`src/sart_pkg.sv`:
```
// ----------------------------------------------------------------------------
// sart_pkg
// shared types and constants of the sorted address range table
// ----------------------------------------------------------------------------
package sart_pkg;

  localparam logic [1:0] REQ_INSERT = 2'd0;
  localparam logic [1:0] REQ_REMOVE = 2'd1;
  localparam logic [1:0] REQ_LOOKUP = 2'd2;
  localparam logic [1:0] REQ_NONE   = 2'd3;

  localparam logic [1:0] ST_DONE = 2'd0;
  localparam logic [1:0] ST_FULL = 2'd1;
  localparam logic [1:0] ST_MISS = 2'd2;
  localparam logic [1:0] ST_BAD  = 2'd3;

  localparam logic [31:0] ALL_ONES = 32'hFFFF_FFFF;

  typedef struct packed {
    logic [1:0]  req_type;
    logic [31:0] address;
    logic [31:0] image_size;
    logic [31:0] handler_table_address;
    logic [31:0] handler_table_entries;
  } req_t;

  typedef struct packed {
    logic [1:0]  status;
    logic [5:0]  slot_index;
    logic [31:0] found_base;
    logic [31:0] found_table_address;
    logic [31:0] table_size;
    logic [6:0]  entry_count;
    logic        overflow_seen;
  } rsp_t;

  typedef struct packed {
    logic        latch_req;
    logic        scan_start;
    logic        rd_issue;
    logic        mark_hit;
    logic        mark_miss;
    logic        shift_up_start;
    logic        shift_down_start;
    logic        copy;
    logic        write_new;
    logic        count_inc;
    logic        count_dec;
    logic        set_overflow;
    logic        load_result;
    logic [1:0]  result_status;
  } cmd_t;

  typedef struct packed {
    logic [1:0] req_type;
    logic       full;
    logic       bad_handler;
    logic       hit;
    logic       more;
    logic       rd_valid;
    logic       hit_seen;
  } sts_t;

endpackage

```
`src/sart_ctrl.sv`:
```
// ----------------------------------------------------------------------------
// sart_ctrl
// request sequencer: scan, shift, write, answer
// ----------------------------------------------------------------------------
module sart_ctrl (
  input  logic           clk,
  input  logic           rst,
  input  logic           in_valid,
  output logic           in_ready,
  output logic           out_valid,
  input  logic           out_ready,
  input  sart_pkg::sts_t sts,
  output sart_pkg::cmd_t cmd
);
  import sart_pkg::*;

  localparam logic [2:0] S_IDLE  = 3'd0;
  localparam logic [2:0] S_CHECK = 3'd1;
  localparam logic [2:0] S_SCAN  = 3'd2;
  localparam logic [2:0] S_PREP  = 3'd3;
  localparam logic [2:0] S_SHIFT = 3'd4;
  localparam logic [2:0] S_OUT   = 3'd5;

  logic [2:0] state, state_next;

  assign in_ready  = state == S_IDLE;
  assign out_valid = state == S_OUT;

  always_comb begin
    cmd        = '0;
    state_next = state;
    unique case (state)
      S_IDLE: begin
        if (in_valid) begin
          cmd.latch_req = 1'b1;
          state_next    = S_CHECK;
        end
      end
      S_CHECK: begin
        if (sts.req_type == REQ_INSERT && sts.full) begin
          cmd.set_overflow  = 1'b1;
          cmd.load_result   = 1'b1;
          cmd.result_status = ST_FULL;
          state_next        = S_OUT;
        end else if (sts.req_type == REQ_INSERT && sts.bad_handler) begin
          cmd.load_result   = 1'b1;
          cmd.result_status = ST_BAD;
          state_next        = S_OUT;
        end else if (sts.req_type == REQ_INSERT || sts.req_type == REQ_REMOVE ||
                     sts.req_type == REQ_LOOKUP) begin
          cmd.scan_start = 1'b1;
          state_next     = S_SCAN;
        end else begin
          cmd.load_result   = 1'b1;
          cmd.result_status = ST_MISS;
          state_next        = S_OUT;
        end
      end
      S_SCAN: begin
        if (sts.hit) begin
          cmd.mark_hit = 1'b1;
          state_next   = S_PREP;
        end else if (sts.more) begin
          cmd.rd_issue = 1'b1;
        end else if (!sts.rd_valid) begin
          cmd.mark_miss = 1'b1;
          state_next    = S_PREP;
        end
      end
      S_PREP: begin
        // pos is settled; decide the tail work
        unique case (sts.req_type)
          REQ_INSERT: begin
            cmd.shift_up_start = 1'b1;
            state_next         = S_SHIFT;
          end
          REQ_REMOVE: begin
            if (sts.hit_seen) begin
              cmd.shift_down_start = 1'b1;
              state_next           = S_SHIFT;
            end else begin
              cmd.load_result   = 1'b1;
              cmd.result_status = ST_MISS;
              state_next        = S_OUT;
            end
          end
          default: begin
            cmd.load_result   = 1'b1;
            cmd.result_status = sts.hit_seen ? ST_DONE : ST_MISS;
            state_next        = S_OUT;
          end
        endcase
      end
      S_SHIFT: begin
        cmd.copy = 1'b1;
        if (sts.more) begin
          cmd.rd_issue = 1'b1;
        end else if (!sts.rd_valid) begin
          cmd.load_result   = 1'b1;
          cmd.result_status = ST_DONE;
          if (sts.req_type == REQ_INSERT) begin
            cmd.write_new = 1'b1;
            cmd.count_inc = 1'b1;
          end else begin
            cmd.count_dec = 1'b1;
          end
          state_next = S_OUT;
        end
      end
      S_OUT: begin
        if (out_ready) state_next = S_IDLE;
      end
      default: state_next = S_IDLE;
    endcase
  end

  always_ff @(posedge clk) begin
    if (rst) state <= S_IDLE;
    else state <= state_next;
  end

  a_state_legal: assert property (@(posedge clk) disable iff (rst) state <= S_OUT);
  a_one_side: assert property (@(posedge clk) disable iff (rst)
    !(in_ready && out_valid));
  a_hold_result: assert property (@(posedge clk) disable iff (rst)
    out_valid && !out_ready |=> out_valid);
  a_reset_idle: assert property (@(posedge clk) rst |=> in_ready);

endmodule

```
`config.mk`:
```
export PLATFORM = sky130hd
export DESIGN_NAME = sart_ctrl
export DESIGN_NICKNAME = d
export VERILOG_FILES = /design/src/sart_pkg.sv /design/src/sart_ctrl.sv
export SDC_FILE = /design/constraint.sdc
export NUM_CORES = 1
export LEC_CHECK = 0
export CAP_MARGIN = 10
export CORE_AREA = 2 2 39 41
export DETAILED_ROUTE_END_ITERATION = 7
export DIE_AREA = 0 0 41 43
export DONT_BUFFER_PORTS = 1
export GPL_ROUTABILITY_DRIVEN = 0
export SYNTH_ARGS = -nofsm -noshare
export SYNTH_HDL_FRONTEND = slang
export SYNTH_SLANG_ARGS = --single-unit
```
`constraint.sdc`:
```
create_clock -name clk -period 3.2 [get_ports clk]
set_clock_uncertainty 0.2 [all_clocks]
set_input_delay 0.16 -clock clk [delete_from_list [all_inputs] [get_ports clk]]
set_output_delay 0.16 -clock clk [all_outputs]
set_load 0.01 [all_outputs]
```
* After elaboration in Yosys (flattened, before gate mapping)
Index checks and enable logic that the tools add are counted.
** Word-level totals
- Logic and storage cells :: 68
- Output and inout port bits :: 17
- Input port bits :: 12
- Bits in registers :: 3
** Operators by class
- Muxes and demuxes :: 47
- Equal/unequal tests :: 13
- Reduce and logical (&&, ||, !) cells :: 7
** Operators by type and width (number)
- $mux W3 :: 18
- $mux W1 :: 19
- $pmux W3 S6 :: 1
- $pmux W3 S2 :: 2
- $pmux W3 S3 :: 1
- $mux W2 :: 4
- $eq A3 B2 Y1 const B :: 2
- $eq A3 B3 Y1 const B :: 2
- $ne A2 B2 Y1 const B :: 3
- $ne A3 B3 Y1 const B :: 2
- $reduce_and A6 Y1 :: 1
- $mux W4 :: 1
- $eq A3 B1 Y1 const B :: 1
- $logic_not A3 Y1 :: 1
- $eq A2 B1 Y1 const B :: 1
- $eq A2 B2 Y1 const B :: 1
- $logic_and A1 B1 Y1 :: 2
- $logic_not A2 Y1 :: 1
- $logic_or A1 B1 Y1 :: 2
- $ne A2 B1 Y1 const B :: 1
- $pmux W1 S2 :: 1

* Logic depth before layout (Yosys ltp)
- Depth in word-level cells :: 7
- Gate-level depth with buffers :: 5
- Depth with buffers taken out :: 4

* Worst setup path before layout
OpenSTA, ideal clock, no wires.
- Path kind :: register to output
- From :: register state[0]
- To :: output port cmd[6] in the netlist's numbering
- Cell stages (with the launch flop) :: 6
- Slack :: 1.605 ns
- Data arrival time :: 1.235 ns
- Required time :: 2.840 ns
- Cells stage by stage :: dfxtp_1 clkbuf_1 nor2_1 nand2_1 nor2_1 buf_4
** RTL lines
- start: declaration :: RTL line sart_ctrl.sv:24 : logic [2:0] state, state_next;
- start signal: assignment :: RTL line sart_ctrl.sv:119 : else state <= state_next;
- end: declaration :: RTL line sart_ctrl.sv:13 : output sart_pkg::cmd_t cmd

==> parameters.txt <==
Parameter                              Value

GRT
  GRT Total Usage    12.0%
  Maximum number of pins on one net before global-route repair    16
  Antenna violations before repair    0
  First-pass GRT wire length    1.37 mm
  Remaining global-route overflow    0
  Vias in the first global route    345

Floorplan
  Die footprint    1760 um2
  Core area    1380 um2
  Top-level I/O count    29
  Vert. Die Dim    43 um
  Standard-cell row count    14
  Die X-Extent    41 um
  Effective utilization at floorplan    30.5%

Pwr
  Internal Power    0.134 mW
  Switch share    between 40% and 50%
  Power Dens Cells    520 nW/um2
  Leak    0.161 nW
  Power share of the combinational group    42.7%
  Part of the power in registers    just over 30%
  Net switching component of the power    between 0.1 and 0.15 mW
  Clk network pwr share    26.9%
  Maximum vdd drop    around 0.00024 V
  Power Total    0.240 mW

Setup path
  Worst path bufs/invs    0
  Required time worst endpoint    2.84 ns
  Critical Path Stages    4
  R2R depth    4
  Worst-path maximum fanout    12
  Cell with the most instances on the worst path    nor2_1
  Kind of cell adding the most delay to the critical path    simple AND/OR/NAND/NOR gates
  Cells along the critical path    nand2b_1 > nor2_1 > nand2_1 > nor2_1
  Sort of element at the end of the critical path    output pin
  WP data arrival    1.61 ns
  Worst stage delay on the critical path    approximately 0.54 ns
  Launching element type of the critical path    flip-flop
  Cell at the slowest stage of the critical path    dfxtp_1
  Type of the worst setup path    flip-flop to output pin

Clocking
  Number of setup buffers added after CTS    0
  Num CTS Buffers    3
  CTS tree    yes
  Total of hold buffers inserted after clock tree synthesis    2
  Post-CTS sizing    0
  Clock Pin Slew Worst Setup and Hold Paths    around 0.040 ns
  CTS sink cnt    3
  Bufs on Longest Clock Path    2
  Root buffer cell    clkbuf_4
  Clk_lat worst skew    0.23 ns
  Deepest level of the CTS H-tree    1

Drt
  Number of design rule violations left after detail routing    0
  Vias    450
  Sum of routed wire length over all layers    between 1 and 1.5 mm
  Remaining antenna violation count    0
  Mean routed wirelength per cell    12.6 um
  Count of TritonRoute iterations in the first routing pass    4
  Initial detailed-routing violation count    11
  Average vias per placed instance    5.49

Status
  Run status    finished, final reports clean

STA
  Count of endpoints failing hold in the final timing report    0
  Share of the clock period used by the worst path after layout    61.5%
  Slew margin rel.    61.7%
  Transition time of the tightest slew-check pin    about 0.57 ns
  Clock period minus worst slack    1.97 ns
  Unrepaired setup endpoints after global routing    no
  Setup TNS    0 ns
  Total of endpoints with negative setup slack in the final report    0
  Final count of pins violating max slew    0
  WHS    0.0854 ns
  Highest clock frequency the design can meet    0.508 GHz

Placed design
  IO buf count    0
  HPWL after DPL    809 um

Layout
  Fraction of layout cells with a size suffix above 1    12.1%
  Highest-count cells in the layout ignoring fill and taps    nor2_1 (11), nand2_1 (7), a21oi_1 (4)
  Leading registers by flop count    state: 3 flops
  Most common cell after layout, fill and taps aside    nor2_1
  Final-layout fill cell count    156
  Register with the most flip-flops    state
  Syn-to-layout area delta    9.50%
  ANT cells    0
  Fin nets    79
  Number of flip-flops under the largest register name    3

Yosys
  Largest family of logic cells by synthesized area    simple AND/OR/NAND/NOR gates
  Dominant cells by area after synthesis    dfxtp_1 (14%), nor2_1 (9.8%), nand2_1 (6.2%), buf_4 (5.3%), a21oi_1 (4.7%)
  Post-synthesis share of cell area spent on and, or, nand and nor gates    45.4%
  Fraction of the mapped netlist area in adder cells    0%
  Post-synthesis average cell area    6.59 um2
  #FFs+latches synth    3
  Largest area contributor in the netlist    dfxtp_1
  Count of different cell masters after synthesis    29
  Fraction of synthesized area in multiplexers    0%
  Synthesized instance count    64
  Yosys warnings    0
  Parity-gate share of the synthesized area counting xor and xnor cells    0%
  Fraction of post-synthesis cell area in the top cell type by area    14.2%
  Summed instance area of the synthesized netlist    422 um2
  Mapped Nets    76
  Synthesized-area fraction occupied by ao, oa, aoi and oai cells    approximately a third
  Sequential element share of the synthesized area    around 14%

Min path
  Hold WC Path Type    input pin to flip-flop
  Number of cells traversed by the worst hold path    3

Job
  Number of max-cap violations    0
-- cell usage after synthesis --
master,number
dfxtp_1,3
or4_1,1
o41ai_2,1
nand2_1,7
nand2b_1,3
clkbuf_1,1
a31o_1,1
nand3_1,1
o21ai_1,2
inv_1,3
nor2_1,11
nor3b_1,2
a21boi_1,1
nor3_1,3
buf_4,3
o32ai_1,1
o21a_1,1
o31ai_1,1
o21ai_0,3
or3_1,1
nand3b_1,2
and2_1,1
a211oi_1,2
nor4b_1,1
a21oi_1,4
or2_4,1
nor2_2,1
o21ai_4,1
nor2_4,1
-- metal layers --
layer,track usage (%),vias up,routed length (um)
met5,0,-,0
met4,8.00,0,0
met3,5.24,0,94
met2,18.1,18,505
met1,12.8,201,436
li1,-,231,-
-- logic make-up after synthesis --
kind of cell    Yosys count
flops                     3
simple gates             36
compound gates           18
buf+inv                   7
-- layout make-up --
class / count / area, um2 / share of cell area (%)
inverter: 3 / 11.3 / 2.44
timing repair buffer: 2 / 20.0 / 4.34
sequential: 3 / 60.1 / 13.0
clock buffer: 4 / 26.3 / 5.69
tap: 16 / 20.0 / 4.34
multi-input combinational: 54 / 324 / 70.2
-- power by group through the flow --
stage / Clock [mW] / Combinational, mW / Sequential, mW
after floorplan: 0 / 0.110 / 0.0531
after global placement: 0 / 0.0998 / 0.0727
after detailed placement: 0 / 0.100 / 0.0733
after CTS: 0.0685 / 0.103 / 0.0728
after global routing: 0.0719 / 0.114 / 0.0766
final: 0.0646 / 0.102 / 0.0729
-- worst min-delay path: cells and delay by family --
family	cells	cell delay [ns]
compound gates	1	0.18
simple gates	2	0.14
-- metrics by stage --
| stage | setup WS (ns) | utilization [%] | cell area [um2] | instances |
|---|---|---|---|---|
| final | 1.23 | 33.4 | 462 | 82 |
| after global routing | 1.05 | 33.4 | 462 | 82 |
| after CTS | 1.22 | 33.4 | 462 | 82 |
| after detailed placement | 1.47 | 30.0 | 415 | 76 |
| after global placement | 1.47 | 30.0 | 415 | 76 |
| after floorplan | 1.61 | - | 422 | 64 |
-- final timing paths --
path                  from  endpoint  slack [ns]
hold reg to reg   state[1]  state[1]        0.43
hold / removal    in_valid  state[0]        0.09
setup reg to reg  state[2]  state[0]        1.66
setup / recovery  state[2]    cmd[5]        1.23
(Power assumes the default switching activity.)
